==> config.mk <==
export PLATFORM = sky130hd
export DESIGN_NAME = butterworth_band_stop_filter
export DESIGN_NICKNAME = d
export VERILOG_FILES = /design/src/design/bsf_pkg.sv /design/src/design/bsf_ctrl.sv /design/src/design/bsf_datapath.sv /design/src/design/butterworth_band_stop_filter.sv
export SDC_FILE = /design/constraint.sdc
export NUM_CORES = 2
export LEC_CHECK = 0
export BUFFER_PORTS_ARGS = -buffer_cell sky130_fd_sc_hd__buf_2
export CORE_MARGIN = 10
export CORE_UTILIZATION = 55
export DETAILED_ROUTE_END_ITERATION = 10
export GPL_TIMING_DRIVEN = 0
export PLACE_DENSITY = 0.7
export SLEW_MARGIN = 20
export SYNTH_ARGS = -nofsm -noshare
export SYNTH_HDL_FRONTEND = slang
export SYNTH_HIERARCHICAL = 1
export SYNTH_SLANG_ARGS = --single-unit
==> constraint.sdc <==
create_clock -name clk -period 28.8 [get_ports clk]
set_input_delay 4.32 -clock clk [delete_from_list [all_inputs] [get_ports clk]]
set_output_delay 4.32 -clock clk [all_outputs]
set_load 0.005 [all_outputs]
==> src/design/bsf_pkg.sv <==
package bsf_pkg;

    // Coefficient registers are signed Q2.18, fixed by the register map
    localparam int COEF_BITS = 20;
    localparam int CFG_INDEX_BITS = 3;

    // Register map
    localparam logic [CFG_INDEX_BITS-1:0] CFG_LOW_B0       = 3'd0;
    localparam logic [CFG_INDEX_BITS-1:0] CFG_LOW_A1       = 3'd1;
    localparam logic [CFG_INDEX_BITS-1:0] CFG_LOW_A2       = 3'd2;
    localparam logic [CFG_INDEX_BITS-1:0] CFG_HIGH_B0      = 3'd3;
    localparam logic [CFG_INDEX_BITS-1:0] CFG_HIGH_A1      = 3'd4;
    localparam logic [CFG_INDEX_BITS-1:0] CFG_HIGH_A2      = 3'd5;
    localparam logic [CFG_INDEX_BITS-1:0] CFG_FOURTH_ORDER = 3'd6;

    // Item kinds
    localparam logic KIND_SAMPLE = 1'b0;
    localparam logic KIND_CLEAR  = 1'b1;

    // Section codes in processing order; bit 0 is the branch, bit 1 the stage
    localparam logic [1:0] SEC_LP1 = 2'd0;
    localparam logic [1:0] SEC_HP1 = 2'd1;
    localparam logic [1:0] SEC_LP2 = 2'd2;
    localparam logic [1:0] SEC_HP2 = 2'd3;

    // MAC step counter: five products, then one trailing accumulate
    localparam logic [2:0] MAC_LAST = 3'd5;

    typedef enum logic [2:0] {
        TERM_X0 = 3'd0,
        TERM_X1 = 3'd1,
        TERM_X2 = 3'd2,
        TERM_Y1 = 3'd3,
        TERM_Y2 = 3'd4
    } term_t;

    typedef enum logic [2:0] {
        ST_IDLE,
        ST_MAC,
        ST_ROUND,
        ST_CLEAR,
        ST_SUM
    } state_t;

    typedef struct packed {
        logic       load_x;
        logic       clear;
        logic       mul_en;
        term_t      term;
        logic [1:0] sec;
        logic       acc_en;
        logic       acc_first;
        logic       round_en;
        logic       sum_en;
    } cmd_t;

    typedef struct packed {
        logic cascade;
    } sts_t;

endpackage

==> src/design/bsf_ctrl.sv <==
module bsf_ctrl (
    input  logic           clk,
    input  logic           rst_n,
    input  logic           in_valid,
    output logic           in_ready,
    input  logic           kind,
    output logic           out_valid,
    input  logic           out_ready,
    input  bsf_pkg::sts_t  sts,
    output bsf_pkg::cmd_t  cmd
);

    bsf_pkg::state_t state_reg, state_next;
    logic [2:0] term_reg, term_next;
    logic [1:0] sec_reg, sec_next;
    logic       out_valid_reg, out_valid_next;
    logic       out_free;
    logic       last_sec;

    assign out_free = !out_valid_reg || out_ready;
    assign last_sec = (sec_reg == (sts.cascade ? bsf_pkg::SEC_HP2 : bsf_pkg::SEC_HP1));
    assign out_valid = out_valid_reg;

    always_ff @(posedge clk or negedge rst_n)
    begin
        if (!rst_n)
        begin
            state_reg     <= bsf_pkg::ST_IDLE;
            term_reg      <= '0;
            sec_reg       <= bsf_pkg::SEC_LP1;
            out_valid_reg <= 1'b0;
        end
        else
        begin
            state_reg     <= state_next;
            term_reg      <= term_next;
            sec_reg       <= sec_next;
            out_valid_reg <= out_valid_next;
        end
    end

    // Next state and step counters
    always_comb
    begin
        state_next = state_reg;
        term_next  = term_reg;
        sec_next   = sec_reg;
        unique case (state_reg)
            bsf_pkg::ST_IDLE:
            begin
                term_next = '0;
                sec_next  = bsf_pkg::SEC_LP1;
                if (in_valid)
                begin
                    state_next = (kind == bsf_pkg::KIND_CLEAR) ? bsf_pkg::ST_CLEAR
                                                               : bsf_pkg::ST_MAC;
                end
            end
            bsf_pkg::ST_MAC:
            begin
                if (term_reg == bsf_pkg::MAC_LAST)
                    state_next = bsf_pkg::ST_ROUND;
                else
                    term_next = term_reg + 3'd1;
            end
            bsf_pkg::ST_ROUND:
            begin
                if (last_sec)
                    state_next = bsf_pkg::ST_SUM;
                else
                begin
                    state_next = bsf_pkg::ST_MAC;
                    term_next  = '0;
                    sec_next   = sec_reg + 2'd1;
                end
            end
            bsf_pkg::ST_CLEAR:
            begin
                state_next = bsf_pkg::ST_SUM;
            end
            bsf_pkg::ST_SUM:
            begin
                if (out_free)
                    state_next = bsf_pkg::ST_IDLE;
            end
            default:
            begin
                state_next = bsf_pkg::ST_IDLE;
            end
        endcase
    end

    // Outputs and datapath commands
    always_comb
    begin
        in_ready      = 1'b0;
        cmd           = '0;
        cmd.term      = bsf_pkg::TERM_X0;
        cmd.sec       = sec_reg;
        out_valid_next = out_valid_reg && !out_ready;
        unique case (state_reg)
            bsf_pkg::ST_IDLE:
            begin
                in_ready   = 1'b1;
                cmd.load_x = in_valid;
            end
            bsf_pkg::ST_MAC:
            begin
                cmd.mul_en    = (term_reg != bsf_pkg::MAC_LAST);
                if (term_reg != bsf_pkg::MAC_LAST)
                    cmd.term = bsf_pkg::term_t'(term_reg);
                cmd.acc_en    = (term_reg != 3'd0);
                cmd.acc_first = (term_reg == 3'd1);
            end
            bsf_pkg::ST_ROUND:
            begin
                cmd.round_en = 1'b1;
            end
            bsf_pkg::ST_CLEAR:
            begin
                cmd.clear = 1'b1;
            end
            bsf_pkg::ST_SUM:
            begin
                cmd.sum_en = out_free;
                if (out_free)
                    out_valid_next = 1'b1;
            end
            default:
            begin
                in_ready = 1'b0;
            end
        endcase
    end

    a_accept_leaves_idle: assert property (@(posedge clk) disable iff (!rst_n)
        in_valid && in_ready |=> state_reg != bsf_pkg::ST_IDLE)
        else $error("accepted transaction did not start work");

    a_sum_raises_valid: assert property (@(posedge clk) disable iff (!rst_n)
        state_reg == bsf_pkg::ST_SUM && out_free |=> out_valid)
        else $error("result not presented after sum");

    a_no_cascade_stage: assert property (@(posedge clk) disable iff (!rst_n)
        state_reg == bsf_pkg::ST_MAC && !sts.cascade |-> sec_reg[1] == 1'b0)
        else $error("second stage run without cascade");

    a_term_range: assert property (@(posedge clk) disable iff (!rst_n)
        state_reg == bsf_pkg::ST_MAC |-> term_reg <= bsf_pkg::MAC_LAST)
        else $error("MAC step counter out of range");

endmodule

==> src/design/bsf_datapath.sv <==
module bsf_datapath #(
    parameter int SAMPLE_BITS         = 16,
    parameter int COEF_FRAC_BITS      = 18,
    parameter int SECTIONS_PER_BRANCH = 2
) (
    input  logic                                   clk,
    input  logic                                   rst_n,
    input  logic                                   cfg_wr_en,
    input  logic [bsf_pkg::CFG_INDEX_BITS-1:0]     cfg_index,
    input  logic [bsf_pkg::COEF_BITS-1:0]          cfg_data,
    input  logic signed [SAMPLE_BITS-1:0]          sample_in,
    input  bsf_pkg::cmd_t                          cmd,
    output bsf_pkg::sts_t                          sts,
    output logic signed [SAMPLE_BITS-1:0]          stop_out,
    output logic signed [SAMPLE_BITS-1:0]          low_out,
    output logic signed [SAMPLE_BITS-1:0]          high_out
);

    localparam int NSEC      = 2 * SECTIONS_PER_BRANCH;
    localparam int IDX_BITS  = $clog2(NSEC);
    localparam int PROD_BITS = bsf_pkg::COEF_BITS + SAMPLE_BITS;
    localparam int ACC_BITS  = PROD_BITS + 3;

    localparam logic signed [ACC_BITS-1:0] SMAX =
        {{(ACC_BITS-SAMPLE_BITS+1){1'b0}}, {(SAMPLE_BITS-1){1'b1}}};
    localparam logic signed [ACC_BITS-1:0] SMIN = ~SMAX;
    localparam logic signed [ACC_BITS-1:0] HALF =
        ACC_BITS'(1) << (COEF_FRAC_BITS - 1);
    localparam logic signed [SAMPLE_BITS:0] SUM_MAX =
        {2'b00, {(SAMPLE_BITS-1){1'b1}}};
    localparam logic signed [SAMPLE_BITS:0] SUM_MIN = ~SUM_MAX;

    logic signed [bsf_pkg::COEF_BITS-1:0] low_b0_reg, low_a1_reg, low_a2_reg;
    logic signed [bsf_pkg::COEF_BITS-1:0] high_b0_reg, high_a1_reg, high_a2_reg;
    logic                                 fourth_order_reg;

    logic signed [SAMPLE_BITS-1:0] x_reg;
    logic signed [SAMPLE_BITS-1:0] lo_reg, hi_reg;
    logic signed [SAMPLE_BITS-1:0] xh0_reg [NSEC];
    logic signed [SAMPLE_BITS-1:0] xh1_reg [NSEC];
    logic signed [SAMPLE_BITS-1:0] yh0_reg [NSEC];
    logic signed [SAMPLE_BITS-1:0] yh1_reg [NSEC];

    logic signed [PROD_BITS-1:0] prod_reg, prod_next;
    bsf_pkg::term_t              prod_term_reg;
    logic                        prod_branch_reg;
    logic signed [ACC_BITS-1:0]  acc_reg, acc_next;

    logic signed [SAMPLE_BITS-1:0] stop_reg, low_out_reg, high_out_reg;

    logic                                 branch;
    logic [IDX_BITS-1:0]                  idx;
    logic signed [SAMPLE_BITS-1:0]        xin;
    logic signed [bsf_pkg::COEF_BITS-1:0] coef_sel;
    logic signed [SAMPLE_BITS-1:0]        op_sel;
    logic signed [ACC_BITS-1:0]           term_ext, term_adj;
    logic signed [ACC_BITS-1:0]           acc_rnd, acc_shift;
    logic signed [SAMPLE_BITS-1:0]        y_sat;
    logic signed [SAMPLE_BITS:0]          sum_wide;
    logic signed [SAMPLE_BITS-1:0]        sum_sat;

    assign sts.cascade = (SECTIONS_PER_BRANCH >= 2) && fourth_order_reg;
    assign stop_out    = stop_reg;
    assign low_out     = low_out_reg;
    assign high_out    = high_out_reg;

    always_ff @(posedge clk or negedge rst_n)
    begin
        if (!rst_n)
        begin
            low_b0_reg       <= '0;
            low_a1_reg       <= '0;
            low_a2_reg       <= '0;
            high_b0_reg      <= '0;
            high_a1_reg      <= '0;
            high_a2_reg      <= '0;
            fourth_order_reg <= 1'b0;
        end
        else if (cfg_wr_en)
        begin
            unique case (cfg_index)
                bsf_pkg::CFG_LOW_B0:       low_b0_reg       <= cfg_data;
                bsf_pkg::CFG_LOW_A1:       low_a1_reg       <= cfg_data;
                bsf_pkg::CFG_LOW_A2:       low_a2_reg       <= cfg_data;
                bsf_pkg::CFG_HIGH_B0:      high_b0_reg      <= cfg_data;
                bsf_pkg::CFG_HIGH_A1:      high_a1_reg      <= cfg_data;
                bsf_pkg::CFG_HIGH_A2:      high_a2_reg      <= cfg_data;
                bsf_pkg::CFG_FOURTH_ORDER: fourth_order_reg <= cfg_data[0];
                default:                   fourth_order_reg <= fourth_order_reg;
            endcase
        end
    end

    // Section operand selection
    assign branch = cmd.sec[0];
    assign idx    = cmd.sec[IDX_BITS-1:0];
    assign xin    = !cmd.sec[1] ? x_reg : (branch ? hi_reg : lo_reg);

    always_comb
    begin
        unique case (cmd.term)
            bsf_pkg::TERM_X0:
            begin
                coef_sel = branch ? high_b0_reg : low_b0_reg;
                op_sel   = xin;
            end
            bsf_pkg::TERM_X1:
            begin
                coef_sel = branch ? high_b0_reg : low_b0_reg;
                op_sel   = xh0_reg[idx];
            end
            bsf_pkg::TERM_X2:
            begin
                coef_sel = branch ? high_b0_reg : low_b0_reg;
                op_sel   = xh1_reg[idx];
            end
            bsf_pkg::TERM_Y1:
            begin
                coef_sel = branch ? high_a1_reg : low_a1_reg;
                op_sel   = yh0_reg[idx];
            end
            bsf_pkg::TERM_Y2:
            begin
                coef_sel = branch ? high_a2_reg : low_a2_reg;
                op_sel   = yh1_reg[idx];
            end
            default:
            begin
                coef_sel = '0;
                op_sel   = '0;
            end
        endcase
    end

    assign prod_next = PROD_BITS'(coef_sel) * PROD_BITS'(op_sel);

    // b1 is +2*b0 on the low branch and -2*b0 on the high branch; feedback subtracts
    always_comb
    begin
        term_ext = ACC_BITS'(prod_reg);
        case (prod_term_reg)
            bsf_pkg::TERM_X1:
                term_adj = prod_branch_reg ? -(term_ext <<< 1) : (term_ext <<< 1);
            bsf_pkg::TERM_Y1, bsf_pkg::TERM_Y2:
                term_adj = -term_ext;
            default:
                term_adj = term_ext;
        endcase
    end

    assign acc_next = (cmd.acc_first ? '0 : acc_reg) + term_adj;

    // Round half up, floor shift, saturate
    assign acc_rnd   = acc_reg + HALF;
    assign acc_shift = acc_rnd >>> COEF_FRAC_BITS;

    always_comb
    begin
        if (acc_shift > SMAX)
            y_sat = SMAX[SAMPLE_BITS-1:0];
        else if (acc_shift < SMIN)
            y_sat = SMIN[SAMPLE_BITS-1:0];
        else
            y_sat = acc_shift[SAMPLE_BITS-1:0];
    end

    assign sum_wide = (SAMPLE_BITS+1)'(lo_reg) + (SAMPLE_BITS+1)'(hi_reg);

    always_comb
    begin
        if (sum_wide > SUM_MAX)
            sum_sat = SUM_MAX[SAMPLE_BITS-1:0];
        else if (sum_wide < SUM_MIN)
            sum_sat = SUM_MIN[SAMPLE_BITS-1:0];
        else
            sum_sat = sum_wide[SAMPLE_BITS-1:0];
    end

    // Sample capture, multiply-accumulate pipeline and output registers
    always_ff @(posedge clk)
    begin
        if (cmd.load_x)
            x_reg <= sample_in;
        if (cmd.mul_en)
        begin
            prod_reg        <= prod_next;
            prod_term_reg   <= cmd.term;
            prod_branch_reg <= branch;
        end
        if (cmd.acc_en)
            acc_reg <= acc_next;
        if (cmd.sum_en)
        begin
            stop_reg     <= sum_sat;
            low_out_reg  <= lo_reg;
            high_out_reg <= hi_reg;
        end
    end

    // Section history and branch results
    always_ff @(posedge clk or negedge rst_n)
    begin
        if (!rst_n)
        begin
            lo_reg <= '0;
            hi_reg <= '0;
            for (int i = 0; i < NSEC; i++)
            begin
                xh0_reg[i] <= '0;
                xh1_reg[i] <= '0;
                yh0_reg[i] <= '0;
                yh1_reg[i] <= '0;
            end
        end
        else if (cmd.clear)
        begin
            lo_reg <= '0;
            hi_reg <= '0;
            for (int i = 0; i < NSEC; i++)
            begin
                xh0_reg[i] <= '0;
                xh1_reg[i] <= '0;
                yh0_reg[i] <= '0;
                yh1_reg[i] <= '0;
            end
        end
        else if (cmd.round_en)
        begin
            if (branch)
                hi_reg <= y_sat;
            else
                lo_reg <= y_sat;
            xh1_reg[idx] <= xh0_reg[idx];
            xh0_reg[idx] <= xin;
            yh1_reg[idx] <= yh0_reg[idx];
            yh0_reg[idx] <= y_sat;
        end
    end

endmodule

==> src/design/butterworth_band_stop_filter.sv <==
// Band-stop filter: low-pass plus high-pass direct-form-I biquad branches.
// Input channel (in_valid/in_ready) carries kind and sample_in; a sample
// transaction filters one Q15 sample, a clear transaction zeroes all section
// history and returns an all-zero result. Output channel (out_valid/out_ready)
// carries stop_out, low_out and high_out, one result per input transaction.
// Coefficients (Q2.18) and the order select are written through cfg_wr_en,
// cfg_index and cfg_data; the user must write them only while the block is
// idle, which the block itself does not enforce; writes take effect at once.
// One shared 20 x SAMPLE_BITS multiplier does all products, one per cycle:
// each section runs 5 products, a trailing accumulate, a round and history
// update. A sample transaction runs N sections, N = 2 at second order or 4 at
// fourth order, then a sum step; a clear transaction runs a clear step, then
// a sum step. The result sits in an output register; while the receiver stalls
// a new transaction can still be accepted and worked on, and the block holds
// its next result until the register frees up.
// Reset clears all coefficients, the order select and the section history.
module butterworth_band_stop_filter #(
    parameter int SAMPLE_BITS         = 16,
    parameter int COEF_FRAC_BITS      = 18,
    parameter int SECTIONS_PER_BRANCH = 2
) (
    input  logic                               clk,
    input  logic                               rst_n,
    // Configuration write port
    input  logic                               cfg_wr_en,
    input  logic [bsf_pkg::CFG_INDEX_BITS-1:0] cfg_index,
    input  logic [bsf_pkg::COEF_BITS-1:0]      cfg_data,
    // Input channel
    input  logic                               in_valid,
    output logic                               in_ready,
    input  logic                               kind,
    input  logic signed [SAMPLE_BITS-1:0]      sample_in,
    // Output channel
    output logic                               out_valid,
    input  logic                               out_ready,
    output logic signed [SAMPLE_BITS-1:0]      stop_out,
    output logic signed [SAMPLE_BITS-1:0]      low_out,
    output logic signed [SAMPLE_BITS-1:0]      high_out
);

    bsf_pkg::cmd_t cmd;
    bsf_pkg::sts_t sts;

    // Sequencer: accepts transactions, steps the MAC through each section,
    // and owns the output valid flag.
    bsf_ctrl u_ctrl (
        .clk       (clk),
        .rst_n     (rst_n),
        .in_valid  (in_valid),
        .in_ready  (in_ready),
        .kind      (kind),
        .out_valid (out_valid),
        .out_ready (out_ready),
        .sts       (sts),
        .cmd       (cmd)
    );

    // Datapath: coefficient registers, shared multiplier, accumulator,
    // rounding/saturation, section history and the output register.
    bsf_datapath #(
        .SAMPLE_BITS         (SAMPLE_BITS),
        .COEF_FRAC_BITS      (COEF_FRAC_BITS),
        .SECTIONS_PER_BRANCH (SECTIONS_PER_BRANCH)
    ) u_datapath (
        .clk       (clk),
        .rst_n     (rst_n),
        .cfg_wr_en (cfg_wr_en),
        .cfg_index (cfg_index),
        .cfg_data  (cfg_data),
        .sample_in (sample_in),
        .cmd       (cmd),
        .sts       (sts),
        .stop_out  (stop_out),
        .low_out   (low_out),
        .high_out  (high_out)
    );

endmodule
Yosys cells after proc, flatten, opt, wreduce, memory -nomap -nowiden
Index checks and enable logic that the tools add are counted.
- add/subtract/negate cells: 7
- multipliers: 1
- magnitude comparators: 6
- equal/unequal tests: 27
- muxes and demuxes: 67
- bitwise logic cells: 1
- reductions and logical operators: 27
- operators by type and width (operator ; count):
    2-to-1 mux 64 bit ; 8
    2-to-1 mux 16 bit ; 20
    bitwise mux 64 bit ; 4
    binary-select mux 16 bit (select 2 bit) ; 4
    one-hot mux 16 bit (5 select lines) ; 1
    2-to-1 mux 39 bit ; 2
    one-hot mux 39 bit (2 select lines) ; 1
    2-to-1 mux 20 bit ; 3
    one-hot mux 20 bit (3 select lines) ; 1
    adder 39 x 19 -> 39 bit, second input constant ; 1
    adder 39 bit ; 1
    negation 36 -> 39 bit ; 1
    negation 37 -> 39 bit ; 1
    multiplier 20 x 16 -> 36 bit ; 1
    demux 16 bit (select 2 bit) ; 1
    == test 3 x 2 -> 1 bit, second input constant ; 7
    == test 3 bit, second input constant ; 7
    greater-than comparator 21 x 16 -> 1 bit, second input constant ; 1
    less-than comparator 21 x 16 -> 1 bit, second input constant ; 1
    2-to-1 mux 3 bit ; 7
    AND reduction 2 bit ; 10
    adder 16 x 16 -> 17 bit ; 1
    greater-than comparator 17 x 16 -> 1 bit, second input constant ; 1
    less-than comparator 17 x 16 -> 1 bit, second input constant ; 1
    other kinds (25) ; 50
- register bits after elaboration: 561

Depth between registers and ports, before layout
- word-level depth: 8
- gate-level depth with buffers: 39
- depth with buffers taken out: 32

By module
Netlist, hierarchy kept.
- modules (own cells, without submodules) (module ; times used ; cells an instance ; area each (µm²) ; seq. area each (µm²)):
    bsf_datapath ; 1 ; 3842 ; 39624.3 ; 14528.9
    bsf_ctrl ; 1 ; 64 ; 620.6 ; 225.2

Least setup slack after synthesis
Ideal clock, no wire load.
- kind: reg-to-reg
- from: reg u_ctrl.term_reg[0]
- to: reg u_datapath.prod_reg[35], data pin
- library setup time: 0.259 ns
- data arrival time: 9.198 ns
- slack: 19.343 ns
- cell stages (with the launch flop): 32
- buffers on the path: 4
- cell sequence: dfrtp_1 > ha_1 > a21oi_2 > and2_1 > clkbuf_1 > clkbuf_1 > mux2i_1 > nand2_1 > o21ai_0 > o21ai_0 > clkbuf_1 > clkbuf_1 > nand2_1 > fa_1 > inv_1 > fa_1 > fa_1 > fa_1 > fa_1 > inv_1 > fa_1 > inv_1 > ha_1 > a21o_1 > a21o_1 > a21o_1 > a2111oi_0 > a21oi_1 > a21oi_1 > o211ai_1 > a21oi_1 > xnor2_1
- RTL lines (what ; RTL line ; RTL):
    start, declared ; bsf_ctrl.sv:14 ; logic [2:0] term_reg, term_next;
    start signal, assigned ; bsf_ctrl.sv:36 ; term_reg <= term_next;
    end signal, assigned ; bsf_datapath.sv:186 ; prod_reg <= prod_next;
    end, declared ; bsf_datapath.sv:44 ; logic signed [PROD_BITS-1:0] prod_reg, prod_next;

==> flow_metrics.py <==
metrics = {
    "synth": {
        "netlist_area_mm2": 0.04024,
        "synth_seq_cells": 561,
        "synth-xor-area-share_pct": 3.069,
        "ys_types": 92,
        "synth_top_family_by_area": "adder cells",
        "ys_warn_count": 6,
        "synth_compound_area_share_pct": 14.00,
        "synth_top_area_share_pct": 25.99,
        "synth_most_common_cell": "dfrtp_1",
        "ys_seq_area_share_pct": 36.66,
        "ys.flop_type": "dfrtp_1",
        "synth_simple_gate_area_share_pct": 11.99,
        "synthTopCellsByArea": "dfrtp_1, fa_1, edfxtp_1, ha_1, nand2_1",
        "synthTopCellsByCount": "dfrtp_1, nand2_1, inv_1",
        "yosysTopAreaCell": "dfrtp_1",
        "synth_fp_nets": 4420,
        "synth_async_sr_flop_share_pct": 74.51,
        "synth_edf_count": 143,
        "synth_fa_ha_area_share_pct": 20.58,
        "yosys-mux-area-fraction_pct": 7.915,
        "synthCells": 3906,
        "syn_area_per_cell_um2": 10.30,
    },
    "clock_tree": {
        "post_cts_buffers": 0,
        "cts.path.max_buffers": 3,
        "cts_buffers": 59,
        "worstSkewPairLatency_ps": 680,
        "tritoncts": "yes",
        "cts_resized": 0,
        "clock_sink_count": 561,
        "htree_levels": 2,
        "clk_pin_slew_ps": 70,
        "cts_hold_buf": 0,
        "cts_root_buf": "clkbuf_16",
    },
    "timing": {
        "tightest_slew_ps": 1132,
        "fin_crit_sh_pct": 40.04,
        "min_period_ps": 11530,
        "finalClockSkew_ps": 103.0,
        "tns_ps": 0,
        "timing.final.setup_violations": 0,
        "max_clock_freq_ghz": 0.08672,
        "rsz0062_at_grt": "no",
        "maxSlewHeadroom_pct": 24.56,
        "slew_viol_final": 0,
        "report.final.hold_viol_count": 0,
    },
    "floorplan": {
        "core-area_mm2": 0.07271,
        "initial_core_util_pct": 55.35,
        "pin_count": 95,
        "dieArea_mm2": 0.08439,
        "rows": 99,
        "dieHeight_um": 290.5,
        "die-width_um": 290.5,
    },
    "worst_setup_path": {
        "crit_buf_inv": 7,
        "cpMaxStageDelayCell": "o21ai_0",
        "max_stage_delay_ps": 740,
        "start_kind": "flop",
        "crit_path_end_kind": "flop",
        "critPathRequiredTime_ps": 29180,
        "cp_num_cells": 31,
        "rr_startpoint": "u_ctrl/term_reg[0]$_DFFE_PN0P_",
        "critPathKind": "flop to flop",
        "path_common_cell": "fa_1",
        "worst_r2r_endpoint": "u_datapath/prod_reg[34]$_DFFE_PP_",
        "crit_family": "adder cells",
        "rr_worst_depth": 31,
        "r2r_slack_ps": 17270,
        "arrival_ps": 11910,
        "worstPathMaxFanout": 19,
    },
    "route": {
        "ant_nets": 0,
        "drt_iter0_markers": 2812,
        "firstDrtPassIters": 6,
        "drc": 0,
        "via_per_inst": 6.020,
        "vias": 30580,
        "wire_per_inst_um": 22.25,
        "wl_mm": 113.0,
    },
    "grt": {
        "grt_usage_pct": 26.46,
        "grt_pass1_wl_mm": 178.5,
        "antenna_found_initial": 5,
        "grt_max_degree": 101,
        "grt_pass1_vias": 31280,
        "grt-ovfl-total": 0,
    },
    "final_layout": {
        "fillers": 6020,
        "layout-drive-gt1-share_pct": 11.26,
        "antenna_cells": 0,
        "area_delta_synth_final_pct": 10.07,
        "fin_nets": 4587,
    },
    "hold_path": {
        "hp-start": "u_datapath/xh0_reg[2]$_DFFE_PN0P_",
        "min_path_type": "flop to flop",
        "hold_end": "u_datapath/xh0_reg[2]$_DFFE_PN0P_",
        "whs_path_depth": 2,
    },
    "placement": {
        "port_buffers": 94,
        "dp_hpwl_mm": 84.81,
        "gp_congestion": 0.9206,
    },
    "outcome": {
        "status": "completed",
    },
    "run": {
        "cap_violations": 0,
    },
}
==> metrics by stage <==
stage / hold slack (ps) / util [%] / worst slack, ps / instance area, µm² / instances
3_3_place_gp: 456.3 / 57.65 / 15000 / 41920 / 4959
5_1_grt: 492.0 / 60.92 / 16860 / 44300 / 5080
3_5_place_dp: 465.7 / 57.99 / 17480 / 42170 / 4971
6_report: 477.0 / 60.92 / 17270 / 44300 / 5080
2_1_floorplan: 444.6 / - / 19340 / 40240 / 3906
4_1_cts: 479.9 / 60.92 / 17440 / 44300 / 5080
==> placed cells by master, fill, tap and decap left out, types with 143 or more instances in the layout <==
master	n
nor2_1	326
clkbuf_1	190
inv_1	387
a21oi_1	234
edfxtp_1	143
o21ai_0	167
ha_1	149
fa_1	320
nand2_1	393
dfrtp_1	418
==> kinds of logic (layout without fill, tap and decap cells) <==
logic type      count (synthesis)  after routing
fa+ha+maj                     470            470
simple gates                 1046           1046
compound gates                854            854
xor+xnor                      141            141
buf+inv                       611            826
flops                         561            561
mux                           223            223
==> final cells by class <==
cell class,instances,area [µm²],area share (%)
inverter,388,1456,3.288
clock buffer,79,1714,3.870
multi-input combinational,2734,23190,52.34
sequential,561,14750,33.31
buffer,223,873.3,1.972
clock inverter,30,414.1,0.9349
timing repair buffer,106,698.2,1.576
tap,959,1200,2.709
==> routing by layer <==
layer | vias up | global-route usage [%] | part of all wire (%)
li1 | 13680 | - | -
met1 | 15370 | 35.02 | 42
met2 | 1272 | 42.25 | 46
met3 | 249 | 5.872 | 8.2
met4 | 8 | 9.935 | 4.0
met5 | - | 0 | 0.036
==> worst min-delay path: cells and delay by family, from the launching register on <==
| kind | cells | cell delay, ps |
|---|---|---|
| flops | 1 | 340 |
| simple gates | 1 | 40 |
| compound gates | 1 | 60 |
==> how the worst max path moves through the flow <==
stage,start,end
final,u_ctrl/term_reg[0]$_DFFE_PN0P_,u_datapath/prod_reg[34]$_DFFE_PP_
after floorplan,u_ctrl/term_reg[0]$_DFFE_PN0P_,u_datapath/prod_reg[35]$_DFFE_PP_
after CTS,u_ctrl/term_reg[1]$_DFFE_PN0P_,u_datapath/prod_reg[34]$_DFFE_PP_
after detailed placement,u_ctrl/term_reg[1]$_DFFE_PN0P_,u_datapath/prod_reg[34]$_DFFE_PP_
after global placement,rst_n,u_ctrl/state_reg[2]$_DFFE_PN0P_
after global routing,u_ctrl/term_reg[0]$_DFFE_PN0P_,u_datapath/prod_reg[33]$_DFFE_PP_
Power is left out: the tool's default activity adds up to more than one toggle a clock period on the data nets, which glitch-free logic cannot reach.
